## src/sv/pfpm_pkg.sv

```systemverilog
`timescale 1ns / 1ps
`default_nettype none
package pfpm_pkg;

    localparam int PAGE_W = 31;
    localparam int OUT_FRAME_W = 4;

    localparam logic [2:0] OP_FETCH     = 3'd0;
    localparam logic [2:0] OP_UNPIN     = 3'd1;
    localparam logic [2:0] OP_FLUSH     = 3'd2;
    localparam logic [2:0] OP_NEW       = 3'd3;
    localparam logic [2:0] OP_DELETE    = 3'd4;
    localparam logic [2:0] OP_FLUSH_ALL = 3'd5;

    localparam logic [2:0] CMD_NONE    = 3'd0;
    localparam logic [2:0] CMD_READ    = 3'd1;
    localparam logic [2:0] CMD_WRITE   = 3'd2;
    localparam logic [2:0] CMD_DEALLOC = 3'd3;
    localparam logic [2:0] CMD_ZERO    = 3'd4;

    localparam logic [2:0] ST_OK           = 3'd0;
    localparam logic [2:0] ST_NOT_RESIDENT = 3'd1;
    localparam logic [2:0] ST_ALL_PINNED   = 3'd2;
    localparam logic [2:0] ST_PINNED       = 3'd3;
    localparam logic [2:0] ST_PIN_ZERO     = 3'd4;

    typedef enum logic [1:0] {
        PS_REQ   = 2'd0,
        PS_ALLOC = 2'd1,
        PS_SEL   = 2'd2,
        PS_PEND  = 2'd3
    } page_src_t;

    typedef enum logic [1:0] {
        FS_ZERO = 2'd0,
        FS_SEL  = 2'd1,
        FS_PEND = 2'd2
    } frame_src_t;

    typedef enum logic [2:0] {
        A_NONE      = 3'd0,
        A_PIN_INC   = 3'd1,
        A_UNPIN     = 3'd2,
        A_TAKE_FREE = 3'd3,
        A_TAKE_LRU  = 3'd4,
        A_INSTALL   = 3'd5,
        A_DELETE    = 3'd6
    } act_t;

    typedef struct packed {
        logic [2:0] cmd;
        page_src_t  psrc;
        frame_src_t fsrc;
        logic [2:0] status;
        logic       last;
    } emit_t;

    typedef struct packed {
        logic  accept;
        logic  scan_step;
        logic  walk_step;
        act_t  act;
        logic  rm_start;
        logic  rm_step;
        logic  emit;
        emit_t desc;
    } dp_cmd_t;

    typedef struct packed {
        logic [2:0] op;
        logic       match;
        logic       scan_last;
        logic       hit;
        logic       pins_zero;
        logic       free_avail;
        logic       lru_avail;
        logic       victim_dirty;
        logic       rm_done;
        logic       walk_done;
        logic       cur_valid;
        logic       pend_valid;
        logic       out_free;
    } dp_stat_t;

endpackage
`default_nettype wire

```

## src/sv/pfpm_ctrl.sv

```systemverilog
`timescale 1ns / 1ps
`default_nettype none
module pfpm_ctrl
    import pfpm_pkg::*;
(
    input  wire logic       clk,
    input  wire logic       rst_n,
    input  wire logic       in_valid,
    input  wire logic [2:0] opcode,
    output logic            in_ready,
    input  wire dp_stat_t   stat,
    output dp_cmd_t         cmd
);

    typedef enum logic [8:0] {
        S_IDLE    = 9'b000000001,
        S_SCAN    = 9'b000000010,
        S_DECIDE  = 9'b000000100,
        S_TAKE    = 9'b000001000,
        S_WBACK   = 9'b000010000,
        S_INSTALL = 9'b000100000,
        S_RM      = 9'b001000000,
        S_EMIT    = 9'b010000000,
        S_WALK    = 9'b100000000
    } state_t;

    state_t state_reg, state_next;
    emit_t  emit_reg, emit_next;

    function automatic emit_t mk(input logic [2:0] c, input page_src_t p,
                                 input frame_src_t f, input logic [2:0] s,
                                 input logic l);
        emit_t e;
        e.cmd = c;
        e.psrc = p;
        e.fsrc = f;
        e.status = s;
        e.last = l;
        return e;
    endfunction

    assign in_ready = (state_reg == S_IDLE);

    always_comb
    begin
        state_next = state_reg;
        emit_next = emit_reg;
        cmd = '0;
        case (state_reg)
            S_IDLE:
            begin
                if (in_valid)
                begin
                    cmd.accept = 1'b1;
                    case (opcode)
                        OP_FETCH, OP_UNPIN, OP_FLUSH, OP_DELETE: state_next = S_SCAN;
                        OP_NEW: state_next = S_TAKE;
                        OP_FLUSH_ALL: state_next = S_WALK;
                        default:
                        begin
                            emit_next = mk(CMD_NONE, PS_REQ, FS_ZERO, ST_OK, 1'b1);
                            state_next = S_EMIT;
                        end
                    endcase
                end
            end
            S_SCAN:
            begin
                cmd.scan_step = 1'b1;
                if (stat.match || stat.scan_last)
                    state_next = S_DECIDE;
            end
            S_DECIDE:
            begin
                state_next = S_EMIT;
                case (stat.op)
                    OP_FETCH:
                    begin
                        if (stat.hit)
                        begin
                            cmd.act = A_PIN_INC;
                            cmd.rm_start = 1'b1;
                            emit_next = mk(CMD_NONE, PS_REQ, FS_SEL, ST_OK, 1'b1);
                            state_next = S_RM;
                        end
                        else
                            state_next = S_TAKE;
                    end
                    OP_UNPIN:
                    begin
                        if (!stat.hit)
                            emit_next = mk(CMD_NONE, PS_REQ, FS_ZERO, ST_NOT_RESIDENT, 1'b1);
                        else if (stat.pins_zero)
                            emit_next = mk(CMD_NONE, PS_REQ, FS_SEL, ST_PIN_ZERO, 1'b1);
                        else
                        begin
                            cmd.act = A_UNPIN;
                            emit_next = mk(CMD_NONE, PS_REQ, FS_SEL, ST_OK, 1'b1);
                        end
                    end
                    OP_FLUSH:
                    begin
                        if (!stat.hit)
                            emit_next = mk(CMD_NONE, PS_REQ, FS_ZERO, ST_NOT_RESIDENT, 1'b1);
                        else
                            emit_next = mk(CMD_WRITE, PS_REQ, FS_SEL, ST_OK, 1'b1);
                    end
                    OP_DELETE:
                    begin
                        if (!stat.hit)
                            emit_next = mk(CMD_DEALLOC, PS_REQ, FS_ZERO, ST_OK, 1'b1);
                        else if (!stat.pins_zero)
                            emit_next = mk(CMD_NONE, PS_REQ, FS_SEL, ST_PINNED, 1'b1);
                        else
                        begin
                            cmd.act = A_DELETE;
                            cmd.rm_start = 1'b1;
                            emit_next = mk(CMD_DEALLOC, PS_REQ, FS_SEL, ST_OK, 1'b1);
                            state_next = S_RM;
                        end
                    end
                    default: emit_next = mk(CMD_NONE, PS_REQ, FS_ZERO, ST_OK, 1'b1);
                endcase
            end
            S_TAKE:
            begin
                if (stat.free_avail)
                begin
                    cmd.act = A_TAKE_FREE;
                    state_next = S_INSTALL;
                end
                else if (stat.lru_avail)
                begin
                    cmd.act = A_TAKE_LRU;
                    state_next = stat.victim_dirty ? S_WBACK : S_INSTALL;
                end
                else
                begin
                    if (stat.op == OP_NEW)
                        emit_next = mk(CMD_DEALLOC, PS_ALLOC, FS_ZERO, ST_ALL_PINNED, 1'b1);
                    else
                        emit_next = mk(CMD_NONE, PS_REQ, FS_ZERO, ST_ALL_PINNED, 1'b1);
                    state_next = S_EMIT;
                end
            end
            S_WBACK:
            begin
                if (stat.out_free)
                begin
                    cmd.emit = 1'b1;
                    cmd.desc = mk(CMD_WRITE, PS_SEL, FS_SEL, ST_OK, 1'b0);
                    state_next = S_INSTALL;
                end
            end
            S_INSTALL:
            begin
                cmd.act = A_INSTALL;
                cmd.rm_start = 1'b1;
                if (stat.op == OP_NEW)
                    emit_next = mk(CMD_ZERO, PS_ALLOC, FS_SEL, ST_OK, 1'b1);
                else
                    emit_next = mk(CMD_READ, PS_REQ, FS_SEL, ST_OK, 1'b1);
                state_next = S_RM;
            end
            S_RM:
            begin
                cmd.rm_step = 1'b1;
                if (stat.rm_done)
                    state_next = S_EMIT;
            end
            S_EMIT:
            begin
                if (stat.out_free)
                begin
                    cmd.emit = 1'b1;
                    cmd.desc = emit_reg;
                    state_next = S_IDLE;
                end
            end
            S_WALK:
            begin
                if (stat.walk_done)
                begin
                    if (stat.out_free)
                    begin
                        cmd.emit = 1'b1;
                        if (stat.pend_valid)
                            cmd.desc = mk(CMD_WRITE, PS_PEND, FS_PEND, ST_OK, 1'b1);
                        else
                            cmd.desc = mk(CMD_NONE, PS_REQ, FS_ZERO, ST_OK, 1'b1);
                        state_next = S_IDLE;
                    end
                end
                else if (stat.cur_valid && stat.pend_valid)
                begin
                    if (stat.out_free)
                    begin
                        cmd.emit = 1'b1;
                        cmd.desc = mk(CMD_WRITE, PS_PEND, FS_PEND, ST_OK, 1'b0);
                        cmd.walk_step = 1'b1;
                    end
                end
                else
                    cmd.walk_step = 1'b1;
            end
            default: state_next = S_IDLE;
        endcase
    end

    always_ff @(posedge clk or negedge rst_n)
    begin
        if (!rst_n)
        begin
            state_reg <= S_IDLE;
            emit_reg <= '0;
        end
        else
        begin
            state_reg <= state_next;
            emit_reg <= emit_next;
        end
    end

endmodule
`default_nettype wire

```

## src/sv/pfpm_dp.sv

```systemverilog
`timescale 1ns / 1ps
`default_nettype none
module pfpm_dp
    import pfpm_pkg::*;
#(
    parameter int POOL_FRAMES = 16,
    parameter int PIN_BITS = 16
)
(
    input  wire logic              clk,
    input  wire logic              rst_n,
    input  wire dp_cmd_t           cmd,
    output dp_stat_t               stat,
    input  wire logic [2:0]        opcode,
    input  wire logic [PAGE_W-1:0] page_number,
    input  wire logic              mark_dirty,
    input  wire logic [PAGE_W-1:0] allocated_page,
    output logic                   out_valid,
    input  wire logic              out_ready,
    output logic [2:0]             storage_cmd,
    output logic [PAGE_W-1:0]      storage_page,
    output logic [OUT_FRAME_W-1:0] frame_index,
    output logic [2:0]             status,
    output logic                   last
);

    localparam int FW = $clog2(POOL_FRAMES);
    localparam int CW = $clog2(POOL_FRAMES + 1);
    localparam int CW1 = CW + 1;

    logic [2:0]          op_reg;
    logic [PAGE_W-1:0]   rpage_reg;
    logic                rdirty_reg;
    logic [PAGE_W-1:0]   ralloc_reg;

    logic [CW-1:0]       idx_reg;
    logic                hit_reg;
    logic [FW-1:0]       sel_reg;
    logic [FW-1:0]       pend_reg;
    logic                pend_v_reg;

    logic [PAGE_W-1:0]   page_reg [POOL_FRAMES];
    logic                valid_reg [POOL_FRAMES];
    logic [PIN_BITS-1:0] pins_reg [POOL_FRAMES];
    logic                dirty_reg [POOL_FRAMES];
    logic [FW-1:0]       fq_reg [POOL_FRAMES];
    logic [FW-1:0]       fhead_reg;
    logic [CW-1:0]       fcnt_reg;
    logic [FW-1:0]       lru_reg [POOL_FRAMES];
    logic [CW-1:0]       lcnt_reg;
    logic [CW-1:0]       rj_reg;
    logic [CW-1:0]       rw_reg;
    logic                rfound_reg;

    logic [FW-1:0]       idx_f;
    logic [CW1-1:0]      tail_sum;
    logic [FW-1:0]       ftail;
    logic [FW-1:0]       fhead_next;
    logic [FW-1:0]       victim;
    logic [FW-1:0]       rm_elem;
    logic [PAGE_W-1:0]   emit_page;
    logic [FW-1:0]       emit_frame;

    assign idx_f = idx_reg[FW-1:0];
    assign tail_sum = CW1'(fhead_reg) + CW1'(fcnt_reg);
    assign ftail = (tail_sum >= CW1'(POOL_FRAMES)) ? FW'(tail_sum - CW1'(POOL_FRAMES))
                                                   : FW'(tail_sum);
    assign fhead_next = (fhead_reg == FW'(POOL_FRAMES - 1)) ? '0 : fhead_reg + 1'b1;
    assign victim = lru_reg[0];
    assign rm_elem = lru_reg[rj_reg[FW-1:0]];

    always_comb
    begin
        stat.op = op_reg;
        stat.match = valid_reg[idx_f] && (page_reg[idx_f] == rpage_reg);
        stat.scan_last = (idx_reg == CW'(POOL_FRAMES - 1));
        stat.hit = hit_reg;
        stat.pins_zero = (pins_reg[sel_reg] == '0);
        stat.free_avail = (fcnt_reg != '0);
        stat.lru_avail = (lcnt_reg != '0);
        stat.victim_dirty = valid_reg[victim] && dirty_reg[victim];
        stat.rm_done = (rj_reg == lcnt_reg);
        stat.walk_done = (idx_reg == CW'(POOL_FRAMES));
        stat.cur_valid = valid_reg[idx_f];
        stat.pend_valid = pend_v_reg;
        stat.out_free = !out_valid || out_ready;
    end

    always_comb
    begin
        case (cmd.desc.psrc)
            PS_REQ:   emit_page = rpage_reg;
            PS_ALLOC: emit_page = ralloc_reg;
            PS_SEL:   emit_page = page_reg[sel_reg];
            PS_PEND:  emit_page = page_reg[pend_reg];
            default:  emit_page = '0;
        endcase
        case (cmd.desc.fsrc)
            FS_SEL:  emit_frame = sel_reg;
            FS_PEND: emit_frame = pend_reg;
            default: emit_frame = '0;
        endcase
    end

    always_ff @(posedge clk or negedge rst_n)
    begin
        if (!rst_n)
            out_valid <= 1'b0;
        else if (cmd.emit)
            out_valid <= 1'b1;
        else if (out_ready)
            out_valid <= 1'b0;
    end

    always_ff @(posedge clk)
    begin
        if (cmd.emit)
        begin
            storage_cmd <= cmd.desc.cmd;
            storage_page <= (cmd.desc.cmd == CMD_NONE) ? '0 : emit_page;
            frame_index <= OUT_FRAME_W'(emit_frame);
            status <= cmd.desc.status;
            last <= cmd.desc.last;
        end
    end

    always_ff @(posedge clk)
    begin
        if (cmd.accept)
        begin
            op_reg <= opcode;
            rpage_reg <= page_number;
            rdirty_reg <= mark_dirty;
            ralloc_reg <= allocated_page;
        end
        if (cmd.act == A_INSTALL)
            page_reg[sel_reg] <= (op_reg == OP_NEW) ? ralloc_reg : rpage_reg;
    end

    always_ff @(posedge clk or negedge rst_n)
    begin
        if (!rst_n)
        begin
            idx_reg <= '0;
            hit_reg <= 1'b0;
            sel_reg <= '0;
            pend_reg <= '0;
            pend_v_reg <= 1'b0;
            fhead_reg <= '0;
            fcnt_reg <= CW'(POOL_FRAMES);
            lcnt_reg <= '0;
            rj_reg <= '0;
            rw_reg <= '0;
            rfound_reg <= 1'b0;
            for (int i = 0; i < POOL_FRAMES; i++)
            begin
                valid_reg[i] <= 1'b0;
                pins_reg[i] <= '0;
                dirty_reg[i] <= 1'b0;
                fq_reg[i] <= FW'(i);
                lru_reg[i] <= '0;
            end
        end
        else
        begin
            if (cmd.accept)
            begin
                idx_reg <= '0;
                hit_reg <= 1'b0;
                pend_v_reg <= 1'b0;
            end
            if (cmd.scan_step)
            begin
                if (stat.match)
                begin
                    hit_reg <= 1'b1;
                    sel_reg <= idx_f;
                end
                idx_reg <= idx_reg + 1'b1;
            end
            if (cmd.walk_step)
            begin
                if (stat.cur_valid)
                begin
                    pend_reg <= idx_f;
                    pend_v_reg <= 1'b1;
                end
                idx_reg <= idx_reg + 1'b1;
            end
            case (cmd.act)
                A_PIN_INC:
                begin
                    if (!(&pins_reg[sel_reg]))
                        pins_reg[sel_reg] <= pins_reg[sel_reg] + 1'b1;
                end
                A_UNPIN:
                begin
                    pins_reg[sel_reg] <= pins_reg[sel_reg] - 1'b1;
                    if (pins_reg[sel_reg] == PIN_BITS'(1) && lcnt_reg < CW'(POOL_FRAMES))
                    begin
                        lru_reg[lcnt_reg[FW-1:0]] <= sel_reg;
                        lcnt_reg <= lcnt_reg + 1'b1;
                    end
                    if (rdirty_reg)
                        dirty_reg[sel_reg] <= 1'b1;
                end
                A_TAKE_FREE:
                begin
                    sel_reg <= fq_reg[fhead_reg];
                    fhead_reg <= fhead_next;
                    fcnt_reg <= fcnt_reg - 1'b1;
                end
                A_TAKE_LRU: sel_reg <= victim;
                A_INSTALL:
                begin
                    valid_reg[sel_reg] <= 1'b1;
                    pins_reg[sel_reg] <= PIN_BITS'(1);
                    dirty_reg[sel_reg] <= 1'b0;
                end
                A_DELETE:
                begin
                    valid_reg[sel_reg] <= 1'b0;
                    pins_reg[sel_reg] <= '0;
                    dirty_reg[sel_reg] <= 1'b0;
                    if (fcnt_reg < CW'(POOL_FRAMES))
                    begin
                        fq_reg[ftail] <= sel_reg;
                        fcnt_reg <= fcnt_reg + 1'b1;
                    end
                end
                default:
                begin
                end
            endcase
            if (cmd.rm_start)
            begin
                rj_reg <= '0;
                rw_reg <= '0;
                rfound_reg <= 1'b0;
            end
            if (cmd.rm_step)
            begin
                if (rj_reg < lcnt_reg)
                begin
                    if (rm_elem == sel_reg && !rfound_reg)
                        rfound_reg <= 1'b1;
                    else
                    begin
                        lru_reg[rw_reg[FW-1:0]] <= rm_elem;
                        rw_reg <= rw_reg + 1'b1;
                    end
                    rj_reg <= rj_reg + 1'b1;
                end
                else if (rfound_reg)
                    lcnt_reg <= lcnt_reg - 1'b1;
            end
        end
    end

endmodule
`default_nettype wire

```

## src/sv/page_frame_pool_manager_top.sv

```systemverilog
// Lookup requests (fetch, unpin, flush, delete) scan the frames one per cycle, stopping at a match;
// fetch hits, deletes of unpinned pages and every install then walk the LRU order to compact it.
// One request is taken at a time; flush all walks every frame and waits on output stalls.
// The frame scan counter and the LRU compaction walk set how long a request takes.
// Reset (rst_n, async low): all frames invalid and unpinned, free queue holds every
// frame in order, LRU order empty, no result pending.
`timescale 1ns / 1ps
`default_nettype none
module page_frame_pool_manager_top
    import pfpm_pkg::*;
#(
    parameter int POOL_FRAMES = 16,
    parameter int PIN_BITS = 16
)
(
    input  wire logic              clk,
    input  wire logic              rst_n,
    input  wire logic              in_valid,
    output logic                   in_ready,
    input  wire logic [2:0]        opcode,
    input  wire logic [PAGE_W-1:0] page_number,
    input  wire logic              mark_dirty,
    input  wire logic [PAGE_W-1:0] allocated_page,
    output logic                   out_valid,
    input  wire logic              out_ready,
    output logic [2:0]             storage_cmd,
    output logic [PAGE_W-1:0]      storage_page,
    output logic [OUT_FRAME_W-1:0] frame_index,
    output logic [2:0]             status,
    output logic                   last
);

    dp_cmd_t  cmd;
    dp_stat_t stat;

    pfpm_ctrl u_ctrl (
        .clk      (clk),
        .rst_n    (rst_n),
        .in_valid (in_valid),
        .opcode   (opcode),
        .in_ready (in_ready),
        .stat     (stat),
        .cmd      (cmd)
    );

    pfpm_dp #(
        .POOL_FRAMES (POOL_FRAMES),
        .PIN_BITS    (PIN_BITS)
    ) u_dp (
        .clk            (clk),
        .rst_n          (rst_n),
        .cmd            (cmd),
        .stat           (stat),
        .opcode         (opcode),
        .page_number    (page_number),
        .mark_dirty     (mark_dirty),
        .allocated_page (allocated_page),
        .out_valid      (out_valid),
        .out_ready      (out_ready),
        .storage_cmd    (storage_cmd),
        .storage_page   (storage_page),
        .frame_index    (frame_index),
        .status         (status),
        .last           (last)
    );

`ifndef NO_ASSERTIONS
    a_one_request: assert property (@(posedge clk) disable iff (!rst_n)
        (in_valid && in_ready) |=> !in_ready)
        else $error("new request taken while one is in progress");

    a_emit_free: assert property (@(posedge clk) disable iff (!rst_n)
        cmd.emit |-> stat.out_free)
        else $error("result loaded over an undelivered result");

    a_status_last: assert property (@(posedge clk) disable iff (!rst_n)
        (out_valid && status != ST_OK) |-> last)
        else $error("error status on a non-final result");

    a_idle_no_act: assert property (@(posedge clk) disable iff (!rst_n)
        in_ready |-> (cmd.act == A_NONE && !cmd.rm_step && !cmd.scan_step))
        else $error("datapath action while idle");
`endif

endmodule
`default_nettype wire
```

## config.mk

```make
export PLATFORM = sky130hd
export DESIGN_NAME = page_frame_pool_manager_top
export DESIGN_NICKNAME = d
export VERILOG_FILES = /design/src/sv/pfpm_pkg.sv /design/src/sv/pfpm_ctrl.sv /design/src/sv/pfpm_dp.sv /design/src/sv/page_frame_pool_manager_top.sv
export SDC_FILE = /design/constraint.sdc
export NUM_CORES = 2
export LEC_CHECK = 0
export ABC_AREA = 1
export ABC_CLOCK_PERIOD_IN_PS = 7800
export BUFFER_PORTS_ARGS = -buffer_cell sky130_fd_sc_hd__buf_2
export CORE_MARGIN = 3
export CORE_UTILIZATION = 40
export CTS_BUF_LIST = sky130_fd_sc_hd__clkbuf_4
export CTS_CLUSTER_SIZE = 8
export DETAILED_ROUTE_END_ITERATION = 6
export GPL_ROUTABILITY_DRIVEN = 0
export GPL_TIMING_DRIVEN = 0
export REMOVE_ABC_BUFFERS = 1
export SETUP_SLACK_MARGIN = 0.15
export SYNTH_ARGS = -nofsm -noshare
export SYNTH_HDL_FRONTEND = slang
export SYNTH_SLANG_ARGS = --single-unit
```

## constraint.sdc

```tcl
create_clock -name clk -period 7.8 [get_ports clk]
set_input_delay 1.56 -clock clk [delete_from_list [all_inputs] [get_ports clk]]
set_output_delay 1.56 -clock clk [all_outputs]
set_load 0.03 [all_outputs]
```

# == Word level (Yosys, flattened, before mapping) ==
# Memories as Yosys holds them, arrays and structs flattened.
# Cells that the tools add are included.
# W data, S select, Z words.
# word_totals
regBits,585
ramBits,496
memories,1
# memory_table
name,words,width,read_ports,rd_clocked_by_memory_dff,wr,line_no,rtl
u_dp.page_reg,16,31,3,0,1,pfpm_dp.sv:42,logic [PAGE_W-1:0] page_reg [POOL_FRAMES];
# op_classes
n_bitwise,18
n_reduce_logical,41
magnitude_cmp,16
n_mux,138
add_sub_neg,12
n_eq_ne,48
# ops
cell,count
$pmux W256 S4,1
$bwmux W256,2
$mux W64,5
$and A256 B256 Y256,1
$mux W256,1
$not A256 Y256,1
$and A240 B240 Y240,1
$not A240 Y240,1
$bwmux W64,3
$pmux W31 S4,1
$pmux W11 S4,2
$mux W5,17
$mux W9,9
$pmux W9 S9,1
$mux W12,6
$mux W11,6
$bmux W16 S4,1
$demux W16 S4,1
$mux W16,4
$pmux W16 S2,2
$mux W4,14
$mux W10,5
$demux W4 S4,3
$or A16 B16 Y16,3
73 further kinds,182

# == Logic depth before layout (Yosys ltp) ==
# depth
depth_word,15
ltp_mapped,32

# == Modules after synthesis ==
# Synthesis repeated with hierarchy kept, for this count alone.
# hier_totals
cells_unflattened,9029
hier_area_um2,65945.7
# modules_own_cells
mod,area_each_um2,cells_each,instances,seq_area_each_um2
pfpm_dp,64325.4,8781,1,29589.6
pfpm_ctrl,1620.3,248,1,451.7

# == Worst setup path before layout ==
# No wires, ideal clock.
# synth_path
path_type,register -> register
startpoint,register u_ctrl.state_reg[7]
endpoint,register u_dp.op_reg[0] (enable)
synth_period_minus_slack_ns,5.631
path_buffers,0
path_stages_with_launch,8
path_slack_ns,2.169
arrival_ns,5.138
path_cell_list,dfrtp_1 > nor2_1 > inv_1 > nor2_1 > inv_1 > nor4_1 > inv_1 > nor2_1
# synth_lines
item,line_no,rtl
from (decl),pfpm_ctrl.sv:27,"state_t state_reg, state_next;"
from (signal assigned),pfpm_ctrl.sv:219,state_reg <= state_next;
to (signal assigned),pfpm_dp.sv:131,op_reg <= opcode;
to (decl),pfpm_dp.sv:31,logic [2:0] op_reg;

# == Final worst setup path ==
# layout_path
startpoint,register u_dp.sel_reg[0]
endpoint,register u_dp.pins_reg[47] in the netlist's numbering
# layout_via
elab_chain_cells,12
word_cells_on_any_way,34
# layout_lines
item,line_no,rtl
from (decl),pfpm_dp.sv:38,logic [FW-1:0] sel_reg;
from (signal assigned),pfpm_dp.sv:177,sel_reg <= idx_f;
from (signal assigned),pfpm_dp.sv:209,sel_reg <= fq_reg[fhead_reg];
from (signal assigned),pfpm_dp.sv:213,A_TAKE_LRU: sel_reg <= victim;
$not A4 Y5 (not written as such) (*),-,
$bmux W16 S4,-,
$mux W16 (not written as such) (2 in series),-,
$logic_not A16 Y1,pfpm_dp.sv:78,stat.pins_zero = (pins_reg[sel_reg] == '0);
$mux W4 / $mux W2 (equally long branches),"pfpm_ctrl.sv:112, pfpm_ctrl.sv:93",
$mux W4 / $mux W3 (equally long branches),"pfpm_ctrl.sv:110, pfpm_ctrl.sv:91",
$pmux W3 S3,pfpm_ctrl.sv:76,case (stat.op)
$pmux W3 S3,pfpm_ctrl.sv:49,case (state_reg)
$eq A3 B1 Y1 (tied with other cells),pfpm_dp.sv:190,case (cmd.act)
$ne A2 B2 Y1 (no source line) / $reduce_bool A4 Y1 (equally long branches),-,
$reduce_and A2 Y1 (no source line),-,
"to (signal, indexed assignment)",pfpm_dp.sv:194,pins_reg[sel_reg] <= pins_reg[sel_reg] + 1'b1;
"to (signal, indexed assignment)",pfpm_dp.sv:198,pins_reg[sel_reg] <= pins_reg[sel_reg] - 1'b1;
to (decl),pfpm_dp.sv:44,logic [PIN_BITS-1:0] pins_reg [POOL_FRAMES];
# Mark *: on every way between the ends. The rest lies on a longest branch, timed or not. The select of a mux whose other input is x is not followed.
# A chain may end at the register's enable or synchronous reset.

==> summary.md <==
| Metric | Value |
|---|---|
| Fin Clk Skew | `0.150 ns` |
| Post-cts hold buffer count | `0` |
| DRC Markers | `2` |
| Hpwl dp | `164000 µm` |
| Layout cells sized above 1 | `10.5%` |
| Vias in the first global route | `68.1k` |
| CTS Buf Count | `326` |
| Clock period minus worst slack | `7.41 ns` |
| Site Rows | `151` |
| Hold Vio Cnt, Final | `0` |
| Failing checks | `DRC` |
| CP Class | `reg2reg` |
| Worst min path class | `in2async` |
| Final period utilization | `95.0%` |
| Slew Limit Fails | `0` |
| Count of different cell masters after synthesis | `57` |
| GRT Total Usage | `31.5%` |
| Core area | `0.170 mm²` |
| Area contributors post-synth | `edfxtp_1 27%, dfrtp_1 16%, nand2_1 12%` |
| Pwr/cell area | `207 mW/mm²` |
| Boundary Pins | `114` |
| Max stage delay on crit path | `0.81 ns` |
| Htree depth | `5` |
| Fill cells | `16.6k` |
| Initial antenna violation count | `5` |
| Achievable Freq | `135 MHz` |
| Drt pass-1 iters | `7` |
| Gr ovfl total | `0` |
| First-pass GRT wire length | `424000 µm` |
| RR Endpoint | `u_dp.pins_reg[47]$_DFFE_PN0P_` |
| Initial Util | `40.3%` |
| Area added between synthesis and finish | `12.0%` |
| Final setup fails | `0` |
| DRT iter0 DRCs | `11.0k` |
| Synth area leader | `edfxtp_1` |
| Avg Cell Area, Syn | `7.50 µm²` |
| Chip Width | `419 µm` |
| LEAKAGE | `32.5 nW` |
| Via count | `72.1k` |
| Worst Reg2Reg Path Length in Cells | `31` |
| Worst Setup End Kind | `flip-flop` |
| Area of the mapped netlist | `0.0683 mm²` |
| Largest register FFs | `496` |
| CP Max Fanout | `75` |
| Worst r2r src | `u_dp.sel_reg[0]$_DFFE_PN0P_` |
| IO buf count | `113` |
| RSZ-0062 raised after global routing | `no` |
| Critical Path RT | `8.96 ns` |
| YS warnings | `0` |
| CTS tree | `built` |
| Final wirelength | `287000 µm` |
| Seq/Total Area, Yosys | `44.0%` |
| Actual slew at the worst max-slew pin | `1.42 ns` |
| MaxCap Viol Count | `0` |
| Critical path arrival | `8.57 ns` |
| Status | `complete, but fails checks` |
| Clock transition at the registers of the reported paths | `0.06 ns` |
| Post-synth top cells | `2207 x nand2_1, 957 x o21ai_0, 884 x nand3_1, 786 x inv_1, 610 x a21oi_1` |
| Final Util | `45.1%` |
| Vias/cell | `6.31` |
| Maximum VDD drop | `0.168 mV` |
| Total power | `15.8 mW` |
| Post-synth top flop | `edfxtp_1` |
| Relative slew margins | `5.31%` |
| FF-to-FF setup slack | `0.39 ns` |
| Async S/R FF share, synth | `44.0%` |
| Largest net degree at the start of global routing | `137` |
| Slowest cell on crit path | `dfrtp_4` |
| Die height | `419 µm` |
| Skew-Pair Late Insertion Delay | `1.41 ns` |
| Cell count after synthesis | `9115` |
| Die area | `0.176 mm²` |
| DR WL/cell | `25.1 µm` |
| Antenna-violating nets left | `0` |
| Area share of the largest cell type after synthesis | `26.5%` |
| EDFF count, synth | `604` |
| Most frequent cell on the critical path | `nand2_1` |
| Fin nets | `9089` |
| Critical path startpoint category | `flip-flop` |
| CTS sink count | `1078` |
| Most common cell in the netlist | `nand2_1` |
| Root Driver | `clkbuf_4` |
| Clk buf depth | `4` |
| Yosys reg bits | `1078` |
-- how the worst max path moves through the flow --
stage,end,slack [ns],start,cells past startpoint
finish,u_dp.pins_reg[47]$_DFFE_PN0P_,0.39,u_dp.sel_reg[0]$_DFFE_PN0P_,31
detailed placement,u_dp.pins_reg[249]$_DFFE_PN0P_,-1.07,u_dp.sel_reg[0]$_DFFE_PN0P_,29
global route,u_dp.pins_reg[42]$_DFFE_PN0P_,0.15,u_dp.sel_reg[1]$_DFFE_PN0P_,31
global placement,u_dp.pins_reg[249]$_DFFE_PN0P_,-28.64,u_dp.sel_reg[0]$_DFFE_PN0P_,24
floorplan,u_dp.pins_reg[241]$_DFFE_PN0P_,-8.65,u_dp.sel_reg[0]$_DFFE_PN0P_,22
CTS,u_dp.pins_reg[171]$_DFFE_PN0P_,0.17,u_dp.sel_reg[1]$_DFFE_PN0P_,28
-- cell usage in the layout (no fill, tap or decap), types with 15 or more instances in the layout --
cell / count
buf_4: 32
a31oi_1: 43
buf_12: 59
o21a_1: 18
nor2_1: 394
a21oi_1: 609
clkbuf_4: 483
buf_2: 112
a21o_1: 15
edfxtp_1: 604
buf_16: 63
nand3_1: 881
xor2_1: 26
o21ai_1: 95
nand2_1: 2206
clkinv_1: 63
o21ai_4: 17
nand4_1: 290
o22ai_1: 274
dfrtp_1: 428
ha_1: 33
o211ai_1: 436
nor2_4: 48
inv_1: 777
clkinv_2: 17
nor3_1: 27
inv_2: 15
dfstp_2: 34
o21ai_0: 938
-- routing by layer --
metal / wire length, µm / GRT usage (%) / vias to the layer above / share of wire, %
met3: 37100 / 7.08 / 1086 / 13
met5: 9 / 0 / - / 0.0031
met4: 16800 / 18.1 / 2 / 5.8
li1: - / - / 31500 / -
met2: 124000 / 47.4 / 5287 / 43
met1: 109000 / 41.6 / 34200 / 38
-- repair_timing --
| action | 4_1_cts | 5_1_grt |
|---|---|---|
| cloned | 2 | 2 |
| pin swaps | 15 | 3 |
| setup endpoints to repair | 283 | 236 |
| resized for setup | 9 | 7 |
| buffers inserted | 25 | 12 |
-- where the power goes --
group          internal (mW)  switching, mW  total (mW)
Clock                   2.87           2.71        5.58
Sequential              6.49          0.293        6.78
Combinational          0.942           2.54        3.48
-- stage by stage --
step	cell area, µm²	TNS [ns]	cells	setup WS [ns]	hold slack (ns)
floorplan	65200	-7290.38	8378	-8.65	0.420
detailed placement	72000	-150.72	10800	-1.07	0.440
global route	76500	0	11400	0.153	0.209
CTS	76300	0	11400	0.168	0.130
global placement	68500	-	10700	-28.64	0.433
finish	76500	0	11400	0.389	0.216
-- area by class of cell --
| class | count | area, µm² | share of cell area (%) |
|---|---|---|---|
| antenna | 7 | 17.5 | 0.0229 |
| timing repair inverter | 2 | 10.0 | 0.0131 |
| tap | 2218 | 2780 | 3.63 |
| multi-input combinational | 6477 | 32600 | 42.7 |
| clock buffer | 483 | 3630 | 4.74 |
| inverter | 824 | 3210 | 4.20 |
| clock inverter | 67 | 313 | 0.409 |
| timing repair buffer | 273 | 3840 | 5.02 |
| sequential | 1078 | 30100 | 39.3 |
-- cell families (layout without fill, tap and decap cells) --
| kind of cell | after synthesis | in the layout | synth area share (%) |
|---|---|---|---|
| flip-flops | 1078 | 1078 | 44.0 |
| buffers and inverters | 1561 | 1649 | 9.19 |
| other | 0 | 7 | 0 |
| AO/OA/AOI/OAI | 2502 | 2502 | 21.2 |
| adder cells (fa/ha/maj) | 38 | 38 | 0.714 |
| XOR/XNOR | 47 | 47 | 0.613 |
| AND/OR/NAND/NOR | 3889 | 3890 | 24.4 |
-- worst max-delay path: cells and delay by family, from the launching register on --
family | cells | cell delay [ns]
simple gates | 16 | 2.63
compound gates | 3 | 0.41
fa+ha+maj | 1 | 0.42
flops | 1 | 0.81
buf+inv | 11 | 2.69
Note: power is estimated with default switching activity, not from simulation.
